===== src/rtl/core/usb_ep0_control_sequencer_unit_assert.svh =====
// Assertion macros shared by the endpoint-0 sequencer modules.
// Each macro expects aclk and aresetn in the scope where it is used.
`ifndef USB_EP0_CONTROL_SEQUENCER_UNIT_ASSERT_SVH
`define USB_EP0_CONTROL_SEQUENCER_UNIT_ASSERT_SVH

// Same-cycle implication.
`define UE0CS_ASSERT_NOW(label, ante, cons, msg) \
    label: assert property (@(posedge aclk) disable iff (!aresetn) (ante) |-> (cons)) \
        else $error(msg);

// Next-cycle implication.
`define UE0CS_ASSERT_NEXT(label, ante, cons, msg) \
    label: assert property (@(posedge aclk) disable iff (!aresetn) (ante) |=> (cons)) \
        else $error(msg);

`endif


===== src/rtl/core/ue0cs_pkg.sv =====
package ue0cs_pkg;

    localparam int unsigned BUFFER_SIZE = 4096;
    localparam int unsigned LEN_W       = 13;
    localparam int unsigned MAX_CMDS    = 4;

    localparam logic EP_OUT = 1'b0;
    localparam logic EP_IN  = 1'b1;

    localparam logic [LEN_W-1:0] SETUP_LEN = LEN_W'(8);

    typedef enum logic [2:0] {
        REQ_RESET    = 3'd0,
        REQ_START    = 3'd1,
        REQ_NRDY     = 3'd2,
        REQ_COMPLETE = 3'd3,
        REQ_SEND     = 3'd4,
        REQ_RECV     = 3'd5,
        REQ_ACK      = 3'd6
    } req_t;

    typedef enum logic [2:0] {
        ST_NONE           = 3'd0,
        ST_SETUP_QUEUED   = 3'd1,
        ST_SETUP_RECEIVED = 3'd2,
        ST_DATA_OUT       = 3'd3,
        ST_DATA_IN        = 3'd4,
        ST_WAIT_NRDY_OUT  = 3'd5,
        ST_WAIT_NRDY_IN   = 3'd6,
        ST_STATUS         = 3'd7
    } state_t;

    typedef enum logic [2:0] {
        CMD_NEW_CONFIG = 3'd0,
        CMD_SET_CONFIG = 3'd1,
        CMD_END_XFER   = 3'd2,
        CMD_STALL      = 3'd3,
        CMD_START      = 3'd4,
        CMD_NOTICE     = 3'd5,
        CMD_REJECT     = 3'd6
    } cmd_code_t;

    typedef enum logic [1:0] {
        TRB_SETUP   = 2'd0,
        TRB_DATA    = 2'd1,
        TRB_STATUS2 = 2'd2,
        TRB_STATUS3 = 2'd3
    } trb_kind_t;

    typedef struct packed {
        cmd_code_t        cmd;
        logic             ep;
        trb_kind_t        kind;
        logic [LEN_W-1:0] len;
    } cmd_t;

    // Decoded command list for one event; cnt runs from 0 to MAX_CMDS.
    typedef struct packed {
        logic [2:0]  cnt;
        cmd_t [3:0]  cmds;
    } cmd_list_t;

    function automatic cmd_t mk_cmd(input cmd_code_t c, input logic ep,
                                    input trb_kind_t k, input logic [LEN_W-1:0] len);
        cmd_t r;
        r.cmd  = c;
        r.ep   = ep;
        r.kind = k;
        r.len  = len;
        return r;
    endfunction

endpackage


===== src/rtl/core/usb_ep0_control_sequencer_unit.sv =====
// An event word is registered on acceptance, decoded from the event register and loaded into the
// command buffer once the buffer is free; its first command word is then driven from the buffer.
// Throughput: an event producing 1 to 4 command words sends them in order, holding while m_tready is low;
// events with no commands pass at one per cycle, even while earlier command words drain.
// Reset (aresetn low, synchronous): stage state returns to none, data-stage flag clears,
// and both the event register and command buffer are emptied.
`include "usb_ep0_control_sequencer_unit_assert.svh"

module usb_ep0_control_sequencer_unit (
    input  logic        aclk,
    input  logic        aresetn,
    input  logic        s_tvalid,
    output logic        s_tready,
    // [0] ep_dir, [2:1] stage, [18:3] setup_length, [34:19] xfer_length, rest zero
    input  logic [39:0] s_tdata,
    // [2:0] req_type
    input  logic [2:0]  s_tuser,
    output logic        m_tvalid,
    input  logic        m_tready,
    // [0] cmd_ep, [2:1] trb_kind, [15:3] out_length, [18:16] state_after, rest zero
    output logic [23:0] m_tdata,
    // [2:0] cmd
    output logic [2:0]  m_tuser,
    output logic        m_tlast
);

    logic              in_valid_reg, in_valid_next;
    logic [2:0]        req_reg;
    logic              ep_dir_reg;
    logic [1:0]        stage_reg;
    logic [15:0]       setup_len_reg;
    logic [15:0]       xfer_len_reg;

    ue0cs_pkg::state_t state_reg, state_next;
    logic              has_data_reg, has_data_next;

    ue0cs_pkg::cmd_list_t dec_list;
    ue0cs_pkg::cmd_t      q_cmd;
    ue0cs_pkg::state_t    q_state;
    logic                 q_free;
    logic                 advance;
    logic                 load;

    ue0cs_decode u_decode (
        .req           (req_reg),
        .ep_dir        (ep_dir_reg),
        .stage         (stage_reg),
        .setup_length  (setup_len_reg),
        .xfer_length   (xfer_len_reg),
        .state_cur     (state_reg),
        .has_data_cur  (has_data_reg),
        .state_next    (state_next),
        .has_data_next (has_data_next),
        .cmd_list      (dec_list)
    );

    // Events with no commands retire even while earlier words are still draining.
    assign advance  = in_valid_reg && ((dec_list.cnt == 3'd0) || q_free);
    assign load     = in_valid_reg && (dec_list.cnt != 3'd0) && q_free;
    assign s_tready = !in_valid_reg || advance;

    ue0cs_cmd_queue u_cmd_queue (
        .aclk       (aclk),
        .aresetn    (aresetn),
        .load       (load),
        .load_list  (dec_list),
        .load_state (state_next),
        .free       (q_free),
        .out_ready  (m_tready),
        .out_valid  (m_tvalid),
        .out_cmd    (q_cmd),
        .out_state  (q_state),
        .out_last   (m_tlast)
    );

    assign m_tuser = q_cmd.cmd;
    assign m_tdata = {5'd0, q_state, q_cmd.len, q_cmd.kind, q_cmd.ep};

    always_comb begin
        in_valid_next = in_valid_reg;
        if (s_tvalid && s_tready) begin
            in_valid_next = 1'b1;
        end else if (advance) begin
            in_valid_next = 1'b0;
        end
    end

    always_ff @(posedge aclk) begin
        if (!aresetn) begin
            in_valid_reg <= 1'b0;
            state_reg    <= ue0cs_pkg::ST_NONE;
            has_data_reg <= 1'b0;
        end else begin
            in_valid_reg <= in_valid_next;
            if (advance) begin
                state_reg    <= state_next;
                has_data_reg <= has_data_next;
            end
        end
    end

    always_ff @(posedge aclk) begin
        if (s_tvalid && s_tready) begin
            req_reg       <= s_tuser;
            ep_dir_reg    <= s_tdata[0];
            stage_reg     <= s_tdata[2:1];
            setup_len_reg <= s_tdata[18:3];
            xfer_len_reg  <= s_tdata[34:19];
        end
    end

    `UE0CS_ASSERT_NEXT(a_reject_keeps_state, advance && dec_list.cnt == 3'd1 && dec_list.cmds[0].cmd == ue0cs_pkg::CMD_REJECT, $stable(state_reg) && $stable(has_data_reg), "rejection changed stage state")
    `UE0CS_ASSERT_NEXT(a_start_queues_setup, advance && req_reg == ue0cs_pkg::REQ_START, state_reg == ue0cs_pkg::ST_SETUP_QUEUED, "start did not queue setup")
    `UE0CS_ASSERT_NEXT(a_flag_only_on_complete, advance && req_reg != ue0cs_pkg::REQ_COMPLETE, $stable(has_data_reg), "data-stage flag changed outside completion")

endmodule


===== src/rtl/core/ue0cs_decode.sv =====
module ue0cs_decode (
    input  logic [2:0]              req,
    input  logic                    ep_dir,
    input  logic [1:0]              stage,
    input  logic [15:0]             setup_length,
    input  logic [15:0]             xfer_length,
    input  ue0cs_pkg::state_t       state_cur,
    input  logic                    has_data_cur,
    output ue0cs_pkg::state_t       state_next,
    output logic                    has_data_next,
    output ue0cs_pkg::cmd_list_t    cmd_list
);

    logic                 stg_data_or_status;
    logic                 stg_data;
    logic                 send_bad;
    ue0cs_pkg::cmd_t      setup_cmd;
    ue0cs_pkg::trb_kind_t status_kind;

    assign stg_data_or_status = (stage == 2'd1) || (stage == 2'd2);
    assign stg_data           = (stage == 2'd1);
    assign send_bad = (state_cur != ue0cs_pkg::ST_SETUP_RECEIVED) ||
                      (xfer_length > 16'(ue0cs_pkg::BUFFER_SIZE));
    assign setup_cmd = ue0cs_pkg::mk_cmd(ue0cs_pkg::CMD_START, ue0cs_pkg::EP_OUT,
                                         ue0cs_pkg::TRB_SETUP, ue0cs_pkg::SETUP_LEN);
    assign status_kind = has_data_cur ? ue0cs_pkg::TRB_STATUS3 : ue0cs_pkg::TRB_STATUS2;

    // Next stage state.
    always_comb begin
        state_next    = state_cur;
        has_data_next = has_data_cur;
        case (req)
            ue0cs_pkg::REQ_RESET: begin
                state_next = ue0cs_pkg::ST_NONE;
            end
            ue0cs_pkg::REQ_START: begin
                state_next = ue0cs_pkg::ST_SETUP_QUEUED;
            end
            ue0cs_pkg::REQ_NRDY: begin
                case (state_cur)
                    ue0cs_pkg::ST_SETUP_QUEUED: begin
                        if (stg_data_or_status) state_next = ue0cs_pkg::ST_SETUP_QUEUED;
                    end
                    ue0cs_pkg::ST_DATA_OUT: begin
                        if (ep_dir == ue0cs_pkg::EP_IN && stg_data)
                            state_next = ue0cs_pkg::ST_SETUP_QUEUED;
                    end
                    ue0cs_pkg::ST_DATA_IN: begin
                        if (ep_dir == ue0cs_pkg::EP_OUT && stg_data)
                            state_next = ue0cs_pkg::ST_SETUP_QUEUED;
                    end
                    ue0cs_pkg::ST_WAIT_NRDY_OUT: begin
                        if (ep_dir == ue0cs_pkg::EP_OUT) state_next = ue0cs_pkg::ST_STATUS;
                    end
                    ue0cs_pkg::ST_WAIT_NRDY_IN: begin
                        if (ep_dir == ue0cs_pkg::EP_IN) state_next = ue0cs_pkg::ST_STATUS;
                    end
                    default: begin
                        state_next = state_cur;
                    end
                endcase
            end
            ue0cs_pkg::REQ_COMPLETE: begin
                case (state_cur)
                    ue0cs_pkg::ST_SETUP_QUEUED: begin
                        has_data_next = (setup_length != 16'd0);
                        state_next    = ue0cs_pkg::ST_SETUP_RECEIVED;
                    end
                    ue0cs_pkg::ST_DATA_OUT: state_next = ue0cs_pkg::ST_WAIT_NRDY_IN;
                    ue0cs_pkg::ST_DATA_IN:  state_next = ue0cs_pkg::ST_WAIT_NRDY_OUT;
                    ue0cs_pkg::ST_STATUS:   state_next = ue0cs_pkg::ST_SETUP_QUEUED;
                    default:                state_next = state_cur;
                endcase
            end
            ue0cs_pkg::REQ_SEND: begin
                if (!send_bad) state_next = ue0cs_pkg::ST_DATA_IN;
            end
            ue0cs_pkg::REQ_RECV: begin
                if (!send_bad) state_next = ue0cs_pkg::ST_DATA_OUT;
            end
            ue0cs_pkg::REQ_ACK: begin
                if (state_cur == ue0cs_pkg::ST_SETUP_RECEIVED && !has_data_cur)
                    state_next = ue0cs_pkg::ST_WAIT_NRDY_IN;
            end
            default: begin
                state_next = state_cur;
            end
        endcase
    end

    // Commands emitted for the event, in order.
    always_comb begin
        cmd_list = '0;
        case (req)
            ue0cs_pkg::REQ_RESET: begin
                cmd_list.cnt     = 3'd1;
                cmd_list.cmds[0] = ue0cs_pkg::mk_cmd(ue0cs_pkg::CMD_END_XFER,
                    ue0cs_pkg::EP_OUT, ue0cs_pkg::TRB_SETUP, '0);
            end
            ue0cs_pkg::REQ_START: begin
                cmd_list.cnt     = 3'd4;
                cmd_list.cmds[0] = ue0cs_pkg::mk_cmd(ue0cs_pkg::CMD_NEW_CONFIG,
                    ue0cs_pkg::EP_OUT, ue0cs_pkg::TRB_SETUP, '0);
                cmd_list.cmds[1] = ue0cs_pkg::mk_cmd(ue0cs_pkg::CMD_SET_CONFIG,
                    ue0cs_pkg::EP_OUT, ue0cs_pkg::TRB_SETUP, '0);
                cmd_list.cmds[2] = ue0cs_pkg::mk_cmd(ue0cs_pkg::CMD_SET_CONFIG,
                    ue0cs_pkg::EP_IN, ue0cs_pkg::TRB_SETUP, '0);
                cmd_list.cmds[3] = setup_cmd;
            end
            ue0cs_pkg::REQ_NRDY: begin
                case (state_cur)
                    ue0cs_pkg::ST_SETUP_QUEUED: begin
                        if (stg_data_or_status) begin
                            cmd_list.cnt     = 3'd2;
                            cmd_list.cmds[0] = ue0cs_pkg::mk_cmd(ue0cs_pkg::CMD_STALL,
                                ue0cs_pkg::EP_OUT, ue0cs_pkg::TRB_SETUP, '0);
                            cmd_list.cmds[1] = setup_cmd;
                        end
                    end
                    ue0cs_pkg::ST_DATA_OUT, ue0cs_pkg::ST_DATA_IN: begin
                        // A not-ready on the opposite endpoint during the data stage
                        // aborts the transfer and stalls.
                        if (stg_data && (ep_dir == (state_cur == ue0cs_pkg::ST_DATA_OUT)))
                        begin
                            cmd_list.cnt     = 3'd3;
                            cmd_list.cmds[0] = ue0cs_pkg::mk_cmd(ue0cs_pkg::CMD_END_XFER,
                                (state_cur == ue0cs_pkg::ST_DATA_IN),
                                ue0cs_pkg::TRB_SETUP, '0);
                            cmd_list.cmds[1] = ue0cs_pkg::mk_cmd(ue0cs_pkg::CMD_STALL,
                                ue0cs_pkg::EP_OUT, ue0cs_pkg::TRB_SETUP, '0);
                            cmd_list.cmds[2] = setup_cmd;
                        end
                    end
                    ue0cs_pkg::ST_WAIT_NRDY_OUT, ue0cs_pkg::ST_WAIT_NRDY_IN: begin
                        if (ep_dir == (state_cur == ue0cs_pkg::ST_WAIT_NRDY_IN)) begin
                            cmd_list.cnt     = 3'd1;
                            cmd_list.cmds[0] = ue0cs_pkg::mk_cmd(ue0cs_pkg::CMD_START,
                                ep_dir, status_kind, '0);
                        end
                    end
                    default: begin
                        cmd_list.cnt = 3'd0;
                    end
                endcase
            end
            ue0cs_pkg::REQ_COMPLETE: begin
                if (state_cur == ue0cs_pkg::ST_SETUP_QUEUED) begin
                    cmd_list.cnt     = 3'd1;
                    cmd_list.cmds[0] = ue0cs_pkg::mk_cmd(ue0cs_pkg::CMD_NOTICE,
                        1'b0, ue0cs_pkg::TRB_SETUP, '0);
                end else if (state_cur == ue0cs_pkg::ST_STATUS) begin
                    cmd_list.cnt     = 3'd1;
                    cmd_list.cmds[0] = setup_cmd;
                end
            end
            ue0cs_pkg::REQ_SEND, ue0cs_pkg::REQ_RECV: begin
                cmd_list.cnt = 3'd1;
                if (send_bad) begin
                    cmd_list.cmds[0] = ue0cs_pkg::mk_cmd(ue0cs_pkg::CMD_REJECT,
                        1'b0, ue0cs_pkg::TRB_SETUP, '0);
                end else begin
                    cmd_list.cmds[0] = ue0cs_pkg::mk_cmd(ue0cs_pkg::CMD_START,
                        (req == ue0cs_pkg::REQ_SEND), ue0cs_pkg::TRB_DATA,
                        xfer_length[ue0cs_pkg::LEN_W-1:0]);
                end
            end
            ue0cs_pkg::REQ_ACK: begin
                if (state_cur != ue0cs_pkg::ST_SETUP_RECEIVED) begin
                    cmd_list.cnt     = 3'd1;
                    cmd_list.cmds[0] = ue0cs_pkg::mk_cmd(ue0cs_pkg::CMD_REJECT,
                        1'b0, ue0cs_pkg::TRB_SETUP, '0);
                end
            end
            default: begin
                cmd_list.cnt = 3'd0;
            end
        endcase
    end

endmodule


===== src/rtl/core/ue0cs_cmd_queue.sv =====
`include "usb_ep0_control_sequencer_unit_assert.svh"

module ue0cs_cmd_queue (
    input  logic                    aclk,
    input  logic                    aresetn,
    input  logic                    load,
    input  ue0cs_pkg::cmd_list_t    load_list,
    input  ue0cs_pkg::state_t       load_state,
    output logic                    free,
    input  logic                    out_ready,
    output logic                    out_valid,
    output ue0cs_pkg::cmd_t         out_cmd,
    output ue0cs_pkg::state_t       out_state,
    output logic                    out_last
);

    logic                  valid_reg, valid_next;
    logic [1:0]            idx_reg, idx_next;
    logic [1:0]            last_reg, last_next;
    ue0cs_pkg::cmd_t [3:0] cmds_reg;
    ue0cs_pkg::state_t     state_reg;

    assign out_valid = valid_reg;
    assign out_last  = (idx_reg == last_reg);
    assign out_cmd   = cmds_reg[idx_reg];
    assign out_state = state_reg;
    // The buffer can take a new list when empty or when its final word leaves now.
    assign free      = !valid_reg || (out_ready && out_last);

    always_comb begin
        valid_next = valid_reg;
        idx_next   = idx_reg;
        last_next  = last_reg;
        if (load) begin
            valid_next = 1'b1;
            idx_next   = 2'd0;
            last_next  = 2'(load_list.cnt - 3'd1);
        end else if (valid_reg && out_ready) begin
            if (out_last) begin
                valid_next = 1'b0;
            end else begin
                idx_next = idx_reg + 2'd1;
            end
        end
    end

    always_ff @(posedge aclk) begin
        if (!aresetn) begin
            valid_reg <= 1'b0;
            idx_reg   <= 2'd0;
            last_reg  <= 2'd0;
        end else begin
            valid_reg <= valid_next;
            idx_reg   <= idx_next;
            last_reg  <= last_next;
        end
    end

    always_ff @(posedge aclk) begin
        if (load) begin
            cmds_reg  <= load_list.cmds;
            state_reg <= load_state;
        end
    end

    `UE0CS_ASSERT_NOW(a_idx_in_range, valid_reg, idx_reg <= last_reg, "word index past end of list")
    `UE0CS_ASSERT_NOW(a_no_overwrite, valid_reg && !out_ready, !load, "list loaded over pending words")
    `UE0CS_ASSERT_NEXT(a_drain_empties, valid_reg && out_ready && out_last && !load, !valid_reg, "buffer not empty after final word")

endmodule

===== config.mk =====
export PLATFORM = sky130hd
export DESIGN_NAME = usb_ep0_control_sequencer_unit
export DESIGN_NICKNAME = d
export VERILOG_FILES = /design/src/rtl/core/ue0cs_pkg.sv /design/src/rtl/core/usb_ep0_control_sequencer_unit.sv /design/src/rtl/core/ue0cs_decode.sv /design/src/rtl/core/ue0cs_cmd_queue.sv
export VERILOG_INCLUDE_DIRS = /design/src /design/src/rtl/core
export SDC_FILE = /design/constraint.sdc
export NUM_CORES = 1
export LEC_CHECK = 0
export BUFFER_PORTS_ARGS = -buffer_cell sky130_fd_sc_hd__buf_2
export CAP_MARGIN = 30
export CORE_ASPECT_RATIO = 0.8
export CORE_MARGIN = 4
export CORE_UTILIZATION = 34
export CTS_BUF_LIST = sky130_fd_sc_hd__clkbuf_4
export DETAILED_ROUTE_END_ITERATION = 6
export PLACE_DENSITY_LB_ADDON = 0.05
export SYNTH_ARGS = -nofsm -noshare
export SYNTH_HDL_FRONTEND = slang
export SYNTH_SLANG_ARGS = --single-unit

===== constraint.sdc =====
create_clock -name aclk -period 4.4 [get_ports aclk]
set_input_delay 0.22 -clock aclk [delete_from_list [all_inputs] [get_ports aclk]]
set_output_delay 0.22 -clock aclk [all_outputs]
set_load 0.05 [all_outputs]

==> results.toml, run 1 <==
[logic_synthesis]
synth-edff-count = 64
ys.flop_type = "edfxtp_1"
yosys.area.top_type = "edfxtp_1"
yosys_warnings = 0
yosys.area.top_type_share_pct = 53.7
synth.avg_cell_area_um2 = 12.3
synth.top_cells.by_area = "edfxtp_1 (54%), dfxtp_1 (5.6%), and2_1 (4.5%)"
syn-instance-count = 291
yosysMostFrequentCell = "edfxtp_1"
ys_ff_latch = 74
syn-cell-area_um2 = 3580
ys_seq_area_share_pct = 59.3
ys_types = 63
async_flop_share_pct = 0
synth_commonest_cells = "edfxtp_1 (64), and2_1 (26), nand2_1 (19)"

[worst_setup_path]
worstPathCellList = "and3b_1 -> ha_1 -> nor4_4 -> a221oi_2 -> and3_1 -> ha_1 -> inv_1 -> o21ai_1 -> nor2_1 -> inv_1 -> buf_2"
slowest_delay_ns = 0.66
rrSetupSlack_ns = 1.17
reg2reg_depth = 10
end_kind = "output port"
worst-path-max-fanout = 16
timing.rr.start = "state_reg[2]"
cp_slowest_cell = "dfxtp_1"
start_kind = "flop"
critPathKind = "flop to output port"
crit_family = "simple AND/OR/NAND/NOR gates"
worstPathArrival_ns = 3.18
crit_required_ns = 4.18
r2r_end = "xfer_len_reg[6]"
worst-path-buf-inv = 3

[global_route]
grt_max_degree = 39
grt_overflow = 0
grt_pass1_wl_um = 12900
antenna_found_initial = 0
grt_use_total_pct = 13.9
grt_pass1_vias = 2496

[drt]
via_count = 2531
drt-total-wl_um = 7910
via_per_inst = 4.70
route.detailed.wl_per_inst_um = 14.7
drt_iter0_markers = 140
detail-route-antenna-nets = 0
drc_errors = 0
dr.pass1.iters = 4

[floorplan]
die_y_um = 99.7
io-pin-count = 77
coreArea_um2 = 10200
row_count = 33
dieWidth_um = 123
initial_core_util_pct = 34.9
dieArea_um2 = 12200

[timing]
max_freq_mhz = 295
slew_headroom_pct = 43.2
period_minus_slack_ns = 3.40
fin_ws_ns = 1.00
worst_pin_slew_ns = 0.847
slew_violations = 0
final_hold_viol_count = 0
setup_tns_ns = 0
setup_violations = 0
rsz0062_at_grt = "no"
fin_worst_skew_ns = 0.0119
fin_crit_sh_pct = 77.2

[power]
power.density_nw_per_um2 = 323
leakage_nw = 1.74
power_mw = 1.47
irDropWorstVdd_mv = 0.151

[cells_and_area]
area_growth_pct = 27.4
layout-drive-gt1-share_pct = 26.9
final_area_um2 = 4560
nNetsFinal = 443
final_cell_count_no_fill = 538
diodes = 0
nFillCells = 999
largest_reg_flops = 23

[placed_design]
hpwlAfterDp_um = 5310
placed_area_um2 = 4010
portBuffers = 66
gp_congestion = 0.780
dp_cells = 483
place_ws_ns = 1.18

[clock_network]
numCtsBuffers = 9
ctsResizeCount = 0
cts_buffer_depth = 2
cts_setup_buffers = 0
hold_buffers = 39
clk_latency_ns = 0.42
root_buffer = "clkbuf_4"
tritoncts = "built"
h-tree-depth = 3
clk_pin_slew_ns = 0.12
cts_sinks = 74

[hold_path]
hold_depth = 2
holdCritPathClass = "input port to flop"
min_to = "u_cmd_queue.last_reg[1]"
worstHoldStart = "aresetn"

[outcome]
outcome = "completed"

[flow_run]
cap_violations = 0
## kinds of logic (layout without fill, tap and decap cells)
logic type | Yosys count | in the layout | share of synthesized area (%)
buffers and inverters | 32 | 135 | 4.62
other | 1 | 5 | 0.105
adder cells (fa/ha/maj) | 3 | 3 | 1.05
AO/OA/AOI/OAI | 58 | 58 | 11.8
flip-flops | 74 | 74 | 59.3
multiplexers | 6 | 6 | 2.38
AND/OR/NAND/NOR | 113 | 113 | 19.5
XOR/XNOR | 4 | 4 | 1.19
## area by class of cell
type                    instances  area (µm²)  share of cell area (%)
flip-flops and latches         74        2120                    46.6
multi-input cells             189        1310                    28.8
repair buffers                109         751                    16.5
well taps                     140         175                    3.85
clock inverters                 6        81.3                    1.79
clock buffers                  10        75.1                    1.65
inverters                      10        37.5                   0.824
## metal layers
| metal | wire [µm] | global-route usage [%] |
|---|---|---|
| met1 | 3850 | 18.9 |
| met2 | 3520 | 21.7 |
| met3 | 409 | 3.87 |
| met4 | 127 | 4.13 |
| met5 | 0 | 0 |
## metrics by stage
stage / utilization [%] / hold slack (ns)
CTS: 44.5 / 0.111
detailed placement: 39.1 / 0.398
finish: 44.5 / 0.151
floorplan: - / 0.319
global placement: 39.1 / 0.396
global route: 44.5 / 0.114
## layout by cell type (no fill, tap or decap), types with 3 or more instances in the layout
cell           instances
conb_1                 5
buf_4                  4
nand2b_1               6
nor2_1                18
edfxtp_1              64
and3_1                 3
ha_1                   3
a21oi_1                9
and2_1                26
nor2b_1                7
nor4_1                 5
dfxtp_1               10
o21ai_0               13
dlygate4sd3_1         39
a311oi_1               3
o21ai_1                4
clkbuf_4              10
mux2i_1                4
buf_2                 66
nor4_4                 4
a31oi_1                4
nand2_1               19
nor3_1                 3
inv_1                 10
nand3_1                4
## where the power goes
group          internal [mW]  switching, mW  total [mW]
sequential             0.798         0.0240       0.822
combinational         0.0747          0.111       0.186
clock                  0.233          0.232       0.466
total                   1.11          0.368        1.47
## worst max-delay path by stage
| stage | startpoint | slack, ns | endpoint | depth (start not counted) |
|---|---|---|---|---|
| after floorplan | state_reg[0] | 0.36 | ep_dir_reg | 11 |
| after global routing | state_reg[2] | 0.73 | s_tready | 11 |
| after detailed placement | state_reg[2] | 1.18 | xfer_len_reg[1] | 10 |
| final | state_reg[2] | 1.00 | s_tready | 11 |
| after global placement | req_reg[0] | 1.17 | setup_len_reg[1] | 10 |
| after CTS | state_reg[2] | 0.96 | s_tready | 11 |
(Power assumes the default switching activity.)
==> run 2: changes to the inputs <==
==> constraint.sdc (replaced) <==
create_clock -name aclk -period 2.9 [get_ports aclk]
set_input_delay 0.145 -clock aclk [delete_from_list [all_inputs] [get_ports aclk]]
set_output_delay 0.145 -clock aclk [all_outputs]
set_load 0.05 [all_outputs]
==> results.toml, run 2 (synthesis gave the netlist of run 1 again) <==
[worst_setup_path]
start_kind = "flop"
critPathCapture = "s_tready"
crit_required_ns = 2.76
timing.rr.start = "ep_dir_reg"
r2r_end = "req_reg[0]"
startpoint = "state_reg[0]"
worst-path-max-fanout = 3
rrSetupSlack_ns = 0.31
reg2reg_depth = 10
worstPathArrival_ns = 2.50
end_kind = "output port"
critPathKind = "flop to output port"

[placed_design]
place_ws_ns = 0.248
placed_area_um2 = 4270
hpwlAfterDp_um = 5900
portBuffers = 66
gp_congestion = 0.843

[timing]
worst_pin_slew_ns = 0.742
max_freq_mhz = 379
fin_worst_skew_ns = 0.0178
fin_ws_ns = 0.260
period_minus_slack_ns = 2.64
fin_crit_sh_pct = 91.0
setup_violations = 0
rsz0062_at_grt = "no"
slew_violations = 0
final_hold_viol_count = 0
slew_headroom_pct = 50.4

[hold_path]
worstHoldStart = "aresetn"
hold_depth = 2
holdCritPathClass = "input port to flop"

[cells_and_area]
nNetsFinal = 478
area_growth_pct = 35.8
largest_reg_flops = 23
nFillCells = 986
layout_commonest_cell = "buf_2"
multi_input_area_um2 = 1340
diodes = 0
layout.area.seq_um2 = 2120
layout-drive-gt1-share_pct = 34.4
final_cell_mix = "buf_2 (65), edfxtp_1 (64), dlygate4sd3_1 (39), buf_4 (38), and2_1 (26)"
final_area_um2 = 4860
final_util_pct = 47.4

[clock_network]
root_buffer = "clkbuf_4"
clk_pin_slew_ns = 0.11
h-tree-depth = 3
cts_buffer_depth = 2
numCtsBuffers = 9
tritoncts = "built"
cts_sinks = 74
clk_latency_ns = 0.42

[drt]
dr.pass1.iters = 4
drt-total-wl_um = 8120
detail-route-antenna-nets = 0
via_per_inst = 4.61
drc_errors = 0
drt_iter0_markers = 112
route.detailed.wl_per_inst_um = 14.2
via_count = 2642

[floorplan]
io-pin-count = 77
dieArea_um2 = 12200
die_y_um = 99.7
dieWidth_um = 123
coreArea_um2 = 10200
initial_core_util_pct = 34.9
row_count = 33

[global_route]
grt_overflow = 0
grt_max_degree = 33
grt_pass1_vias = 2619
antenna_found_initial = 0
grt_pass1_wl_um = 13300
grt_use_total_pct = 14.3

[flow_run]
cap_violations = 0

[power]
p_seq_share_pct = 55.9
power.density_nw_per_um2 = 454
leakage_nw = 1.91
pwr-share-comb_pct = 15.2
irDropWorstVdd_mv = 0.293
p_int_mw = 1.63
p_switching_mw = 0.580
p_clk_share_pct = 29.0
power_mw = 2.21
switching_share_pct = 26.3

[outcome]
outcome = "completed"
==> run 2: power groups by stage <==
stage	registers, mW	clock network, mW	logic [mW]
finish	1.23	0.639	0.334
global route	1.24	0.712	0.365
CTS	1.23	0.669	0.330
detailed placement	1.26	0	0.288
global placement	1.26	0	0.286
floorplan	1.26	0	0.180
==> run 2: how the worst min path moves through the flow <==
| stage | end | slack (ns) |
|---|---|---|
| after detailed placement | setup_len_reg[12] | 0.32 |
| after CTS | u_cmd_queue.last_reg[1] | 0.05 |
| after global routing | u_cmd_queue.last_reg[1] | 0.06 |
| after global placement | setup_len_reg[15] | 0.32 |
| final | u_cmd_queue.last_reg[1] | 0.09 |
| after floorplan | ep_dir_reg | 0.24 |
==> run 2: final cells by class <==
type                            count  area share, %
Sequential cell                    74           43.7
Multi-Input combinational cell    189           27.6
Tap cell                          140           3.61
Clock inverter                      6           1.34
Inverter                           10          0.773
Clock buffer                       10           1.55
Timing Repair Buffer              144           21.4
==> run 2: critical path, stage by stage (launching register included) <==
cell and delay, ns:
dfxtp_2 0.33, and3b_2 0.26, ha_4 0.21, nor4_4 0.32
a221oi_2 0.08, and3_1 0.16, ha_1 0.17, inv_1 0.08
o21ai_2 0.09, nor2_4 0.16, inv_1 0.05, buf_4 0.18
==> run 2: per-stage QoR <==
step	setup TNS (ns)	std cells	hold slack [ns]
6_report	0	573	0.0858
3_5_place_dp	0	514	0.323
5_1_grt	0	573	0.0581
4_1_cts	0	570	0.0514
3_3_place_gp	-2.29	513	0.321
2_1_floorplan	0	295	0.244
==> run 2: timing repair <==
action / CTS / global route
setup endpoints to repair: 1 / 1
hold buffers: 39 / 0
buffers inserted: 1 / 4
pin swaps: 0 / 3
hold endpoints to repair: 39 / 0
resized for setup: 1 / 6
==> run 2: routing by layer <==
metal	vias to the layer above	share of wire [%]	track usage, %
met2	73	47	22.5
li1	1339	-	-
met4	0	1.2	4.30
met5	-	0	0
met3	9	5.7	4.09
met1	1221	46	19.2
